File: src/hw/rtl/lfcc_pkg.sv
`default_nettype none

package lfcc_pkg;

    // Reflected IEEE CRC-32 polynomial, initial value and the last byte index of each framing field.
    localparam logic [31:0] CRC_POLY      = 32'hEDB88320;
    localparam logic [31:0] CRC_INIT      = 32'hFFFFFFFF;
    localparam logic [2:0]  HEADER_LAST   = 3'd7;
    localparam logic [1:0]  TRAILER_LAST  = 2'd3;

    typedef enum logic [2:0] {
        STATUS_VERIFIED     = 3'd0,
        STATUS_MISMATCH     = 3'd1,
        STATUS_PAYLOAD_LOST = 3'd2,
        STATUS_HEADER_LOST  = 3'd3,
        STATUS_TRAILER_LOST = 3'd4
    } status_t;

    typedef struct packed {
        logic [7:0] data_byte;
        logic       link_lost;
    } in_item_t;

    typedef struct packed {
        status_t     status;
        logic [31:0] computed_crc;
        logic [31:0] received_crc;
        logic [63:0] bytes_received;
    } out_item_t;

endpackage

`default_nettype wire

File: src/hw/rtl/lfcc_crc8.sv
`default_nettype none

// One byte of the reflected CRC-32 update, unrolled over the eight bit steps.
module lfcc_crc8
    import lfcc_pkg::*;
(
    input  wire logic [31:0] crc,
    input  wire logic [7:0]  data_byte,
    output logic      [31:0] crc_next
);

    always_comb
    begin
        logic [31:0] c;
        c = crc ^ {24'd0, data_byte};
        for (int k = 0; k < 8; k++)
        begin
            if (c[0])
            begin
                c = (c >> 1) ^ CRC_POLY;
            end
            else
            begin
                c = c >> 1;
            end
        end
        crc_next = c;
    end

endmodule

`default_nettype wire

File: src/hw/rtl/lfcc_frame_fsm.sv
`default_nettype none

// Frame sequencer: header length, payload CRC, trailer compare and link loss handling.
module lfcc_frame_fsm
    import lfcc_pkg::*;
#(
    parameter int LENGTH_BITS = 64
)
(
    input  wire logic      clk,
    input  wire logic      rst_n,
    input  wire logic      accept,
    input  wire in_item_t  item,
    output logic           res_valid,
    output out_item_t      res_item
);

    typedef enum logic [2:0] {
        PH_HEADER  = 3'b001,
        PH_PAYLOAD = 3'b010,
        PH_TRAILER = 3'b100
    } phase_t;

    phase_t                 phase_reg, phase_next;
    logic [2:0]             count_reg, count_next;
    logic [LENGTH_BITS-1:0] length_reg, length_next;
    logic [LENGTH_BITS-1:0] paid_reg, paid_next;
    logic [31:0]            crc_reg, crc_next;
    logic [31:0]            trailer_reg, trailer_next;

    logic [31:0]            crc_upd;
    logic [63:0]            len_shift;
    logic [31:0]            trl_shift;
    logic [LENGTH_BITS-1:0] length_or;
    logic [LENGTH_BITS-1:0] paid_inc;
    logic [31:0]            trailer_or;
    logic                   finish;

    lfcc_crc8 u_crc8 (
        .crc       (crc_reg),
        .data_byte (item.data_byte),
        .crc_next  (crc_upd)
    );

    assign len_shift  = {56'd0, item.data_byte} << {count_reg, 3'b000};
    assign trl_shift  = {24'd0, item.data_byte} << {count_reg[1:0], 3'b000};
    assign length_or  = length_reg | len_shift[LENGTH_BITS-1:0];
    assign paid_inc   = paid_reg + 1'b1;
    assign trailer_or = trailer_reg | trl_shift;

    always_comb
    begin
        phase_next   = phase_reg;
        count_next   = count_reg;
        length_next  = length_reg;
        paid_next    = paid_reg;
        crc_next     = crc_reg;
        trailer_next = trailer_reg;
        finish       = 1'b0;

        res_item.status         = STATUS_HEADER_LOST;
        res_item.computed_crc   = ~crc_reg;
        res_item.received_crc   = trailer_reg;
        res_item.bytes_received = 64'(paid_reg);

        if (accept)
        begin
            if (item.link_lost)
            begin
                finish = 1'b1;
                case (phase_reg)
                    PH_PAYLOAD: res_item.status = STATUS_PAYLOAD_LOST;
                    PH_TRAILER: res_item.status = STATUS_TRAILER_LOST;
                    default:    res_item.status = STATUS_HEADER_LOST;
                endcase
            end
            else
            begin
                case (phase_reg)
                    PH_PAYLOAD:
                    begin
                        crc_next  = crc_upd;
                        paid_next = paid_inc;
                        if (paid_inc == length_reg)
                        begin
                            phase_next = PH_TRAILER;
                            count_next = 3'd0;
                        end
                    end
                    PH_TRAILER:
                    begin
                        trailer_next = trailer_or;
                        if (count_reg[1:0] == TRAILER_LAST)
                        begin
                            finish                = 1'b1;
                            res_item.received_crc = trailer_or;
                            res_item.status       = (trailer_or == ~crc_reg) ?
                                                    STATUS_VERIFIED : STATUS_MISMATCH;
                        end
                        else
                        begin
                            count_next = count_reg + 3'd1;
                        end
                    end
                    default:
                    begin
                        length_next = length_or;
                        if (count_reg == HEADER_LAST)
                        begin
                            count_next = 3'd0;
                            phase_next = (length_or == '0) ? PH_TRAILER : PH_PAYLOAD;
                        end
                        else
                        begin
                            count_next = count_reg + 3'd1;
                        end
                    end
                endcase
            end
        end

        // Every status rearms the sequencer for the next frame.
        if (finish)
        begin
            phase_next   = PH_HEADER;
            count_next   = 3'd0;
            length_next  = '0;
            paid_next    = '0;
            crc_next     = CRC_INIT;
            trailer_next = 32'd0;
        end

        res_valid = finish;
    end

    always_ff @(posedge clk or negedge rst_n)
    begin
        if (!rst_n)
        begin
            phase_reg   <= PH_HEADER;
            count_reg   <= 3'd0;
            length_reg  <= '0;
            paid_reg    <= '0;
            crc_reg     <= CRC_INIT;
            trailer_reg <= 32'd0;
        end
        else
        begin
            phase_reg   <= phase_next;
            count_reg   <= count_next;
            length_reg  <= length_next;
            paid_reg    <= paid_next;
            crc_reg     <= crc_next;
            trailer_reg <= trailer_next;
        end
    end

endmodule

`default_nettype wire

File: config.mk
export PLATFORM = sky130hd
export DESIGN_NAME = lfcc_frame_fsm
export DESIGN_NICKNAME = d
export VERILOG_FILES = /design/src/hw/rtl/lfcc_pkg.sv /design/src/hw/rtl/lfcc_crc8.sv /design/src/hw/rtl/lfcc_frame_fsm.sv
export SDC_FILE = /design/constraint.sdc
export NUM_CORES = 1
export LEC_CHECK = 0
export BUFFER_PORTS_ARGS = -buffer_cell sky130_fd_sc_hd__buf_2
export CELL_PAD_IN_SITES_DETAIL_PLACEMENT = 0
export CELL_PAD_IN_SITES_GLOBAL_PLACEMENT = 1
export CORE_UTILIZATION = 49
export DETAILED_ROUTE_END_ITERATION = 6
export GPL_ROUTABILITY_DRIVEN = 0
export MAX_ROUTING_LAYER = met4
export PLACE_DENSITY_LB_ADDON = 0.1
export SYNTH_ARGS = -nofsm -noshare
export SYNTH_HDL_FRONTEND = slang
export SYNTH_HIERARCHICAL = 1
export SYNTH_SLANG_ARGS = --single-unit
File: constraint.sdc
create_clock -name clk -period 7.31 [get_ports clk]
set_input_delay 0 -clock clk [delete_from_list [all_inputs] [get_ports clk]]
set_output_delay 0 -clock clk [all_outputs]
set_load 0.01 [all_outputs]
==> summary.md <==
| Metric | Value |
|---|---|
| CP endpoint kind | `register` |
| # setup viols final | `0` |
| Fin. max-slew vios | `0` |
| CP cell instances | `nand4_1 -> nor3_1 -> nand4b_1 -> nor3_1 -> xnor2_1 -> o221ai_1 -> or4_1 -> or4_4 -> a221o_1` |
| Num Clock Sinks | `198` |
| Worst slew pin tran | `0.922 ns` |
| Dominant cell type by area after synthesis | `dfrtp_1` |
| Leak | `0.00645 µW` |
| Max incr delay on CP | `0.70 ns` |
| Synth Flop Type | `dfrtp_1` |
| Highest Clock Rate | `0.225 GHz` |
| Global-route wire length before repair | `66300 µm` |
| Fraction of registers with async set/reset | `100%` |
| Clk_skew | `0.0129 ns` |
| YS warnings | `6` |
| Setup WS post-layout | `2.87 ns` |
| Clk buf depth | `2` |
| CTS root buf | `clkbuf_16` |
| Register bit count reported by yosys | `198` |
| Syn_area_per_cell | `8.76 µm²` |
| PortBufs | `143` |
| Die Width | `165 µm` |
| M2 GR Usage | `53.2%` |
| Count leader, synth | `nor2_1` |
| Detailed-route via count | `11700` |
| Post-Syn Area | `13000 µm²` |
| Grt peak-use layer | `met2` |
| Fin crit share | `60.8%` |
| Post-layout nets | `1581` |
| Final Hold Vio Count | `0` |
| Final setup TNS | `0 ns` |
| Worst Path Required | `7.64 ns` |
| Crit-path leading delay family | `simple AND/OR/NAND/NOR gates` |
| Critical Path AT | `4.77 ns` |
| Vias in the first global route | `10900` |
| Worst min path class | `in2reg` |
| GR Util met3 | `4.09%` |
| CTS H-tree lvls | `4` |
| Die Ht | `165 µm` |
| Syn_nets | `1497` |
| Largest net degree at the start of global routing | `107` |
| Rel. slew slack | `38.5%` |
| Remaining global-route overflow | `0` |
| Routed wire length per instance | `22.6 µm` |
| Die area | `27200 µm²` |
| Outcome | `finished clean` |
| CTS tree | `built` |
| I/O pin total | `144` |
| Layout cells sized above 1 | `16.7%` |
| Filler cell count | `2425` |
| Total Routing Usage GR | `33.6%` |
| Most common library cells after synthesis | `nor2_1, dfrtp_1, xnor2_1, nand2_1, a21oi_1` |
| Clock Latency Late Sink | `0.45 ns` |
| Main area contributors after synthesis | `dfrtp_1, xnor2_1, dfstp_2` |
| Post-route DRC | `0` |
| Core Area | `26100 µm²` |
| Period minus WS final | `4.44 ns` |
| RSZ-0062 raised after global routing | `false` |
| Max_cap viols | `0` |
| DP Wirelength | `31400 µm` |
| First-pass detailed-route iteration total | `6` |
| Pwr/cell area | `354 nW/µm²` |
| Routed Antenna Nets | `0` |
| CP Launch Type | `register` |
| Layout Area Growth over Synthesis | `11.4%` |
| Starting Density | `49.8%` |
| Post-CTS setup buffer count | `0` |
| Worst VDD drop | `296 µV` |
| Seq/Total Area, Yosys | `38.5%` |
| Slowest cell on crit path | `nor3_1` |
| Met1 Usage GRT | `43.6%` |
| Initial antenna violation count | `0` |
| TritonCTS buffer count | `17` |
| EDFF count, synth | `0` |
| Mapped Cells | `1482` |
| Critical path buffer and inverter count | `0` |
| Pre-CTS WS | `2.98 ns` |
| Row cnt | `59` |
| 1st-iter DRT viols | `886` |
| Antenna cells | `0` |
| Vias per cell | `6.11` |
| Reg clk slew, reported paths | `0.09 ns` |
| Crit-path most repeated cell | `nor3_1` |
| Final WL | `43300 µm` |
| Synth cell types | `76` |
| CP Max Fanout | `11` |
| CP Class | `reg2reg` |
| Share of the synthesized area in the top cell type | `31.8%` |
[area by class of cell]
class                   instances  area, µm²  share of cell area [%]
clock buffers                  18        439                    3.04
clock inverters                14        178                    1.23
inverters                      46        175                    1.21
multi-input cells            1142       7400                    51.1
flip-flops and latches        198       5000                    34.5
well taps                     335        419                    2.90
repair buffers                161        865                    5.98
[layer usage]
metal  vias up  wire [µm]
met1      5740      18500
li1       5351          -
met2       513      20700
met4         0       1640
met5         -          0
met3        98       2480
[what timing repair did]
item	4_1_cts	5_1_grt
endpoints found under the setup margin	0	0
endpoints found under the hold margin	83	0
hold buffers	2	0
gates resized for setup	0	0
[tightest hold or removal path, cell delays in order]
cell     delay, ns
buf_2         0.25
a31oi_1       0.19
nor2_1        0.05
[path summary, 6_finish.rpt]
kind	to	cells past startpoint	slack, ns	start
min in group asynchronous	paid_reg[9]	2	0.21	rst_n
max in group asynchronous	length_reg[55]	3	5.83	rst_n
max reg2reg	phase_reg[1]	9	2.87	paid_reg[3]
min	trailer_reg[15]	3	0.07	item[8]
min reg2reg	phase_reg[0]	2	0.49	phase_reg[0]
max	phase_reg[1]	9	2.87	paid_reg[3]
[power by group]
part | internal, µW | leakage [µW] | switching, µW
clock | 504 | 0.000293 | 499
combinational | 1160 | 0.00354 | 1280
sequential | 1370 | 0.00262 | 303
[kinds of logic (layout without fill, tap and decap cells)]
family          Yosys count  in the layout  synth area share (%)
compound gates          265            265                  12.8
xor+xnor                246            246                  19.7
fa+ha+maj                 3              3                 0.289
buf+inv                 142            239                  4.71
flops                   198            198                  38.5
mux                       2              2                 0.164
simple gates            626            626                  23.9
[stage by stage]
stage                     hold WS [ns]  power, µW  util [%]  std cells  instance area [µm²]
after floorplan                 -0.296       3430         -       1482                13000
after global placement           0.178       4090      53.1       1880                13800
after detailed placement         0.172       4120      53.1       1880                13800
after CTS                       0.0578       5130      55.5       1914                14500
after global routing            0.0868       5390      55.5       1914                14500
final                           0.0722       5120      55.5       1914                14500
[placed cells by master, fill, tap and decap left out, drive strengths merged, types with 27 or more instances in the layout]
master  instances
nand3          43
buf           158
a31oi          59
nand4          60
o21bai         32
o21ai          27
inv            52
or3            27
nor3           36
dfstp          33
o211ai         35
nor2          208
xnor2         160
a21oi          84
dfrtp         165
nand2         133
xor2           68
nor4           39
(Power assumes the default switching activity.)
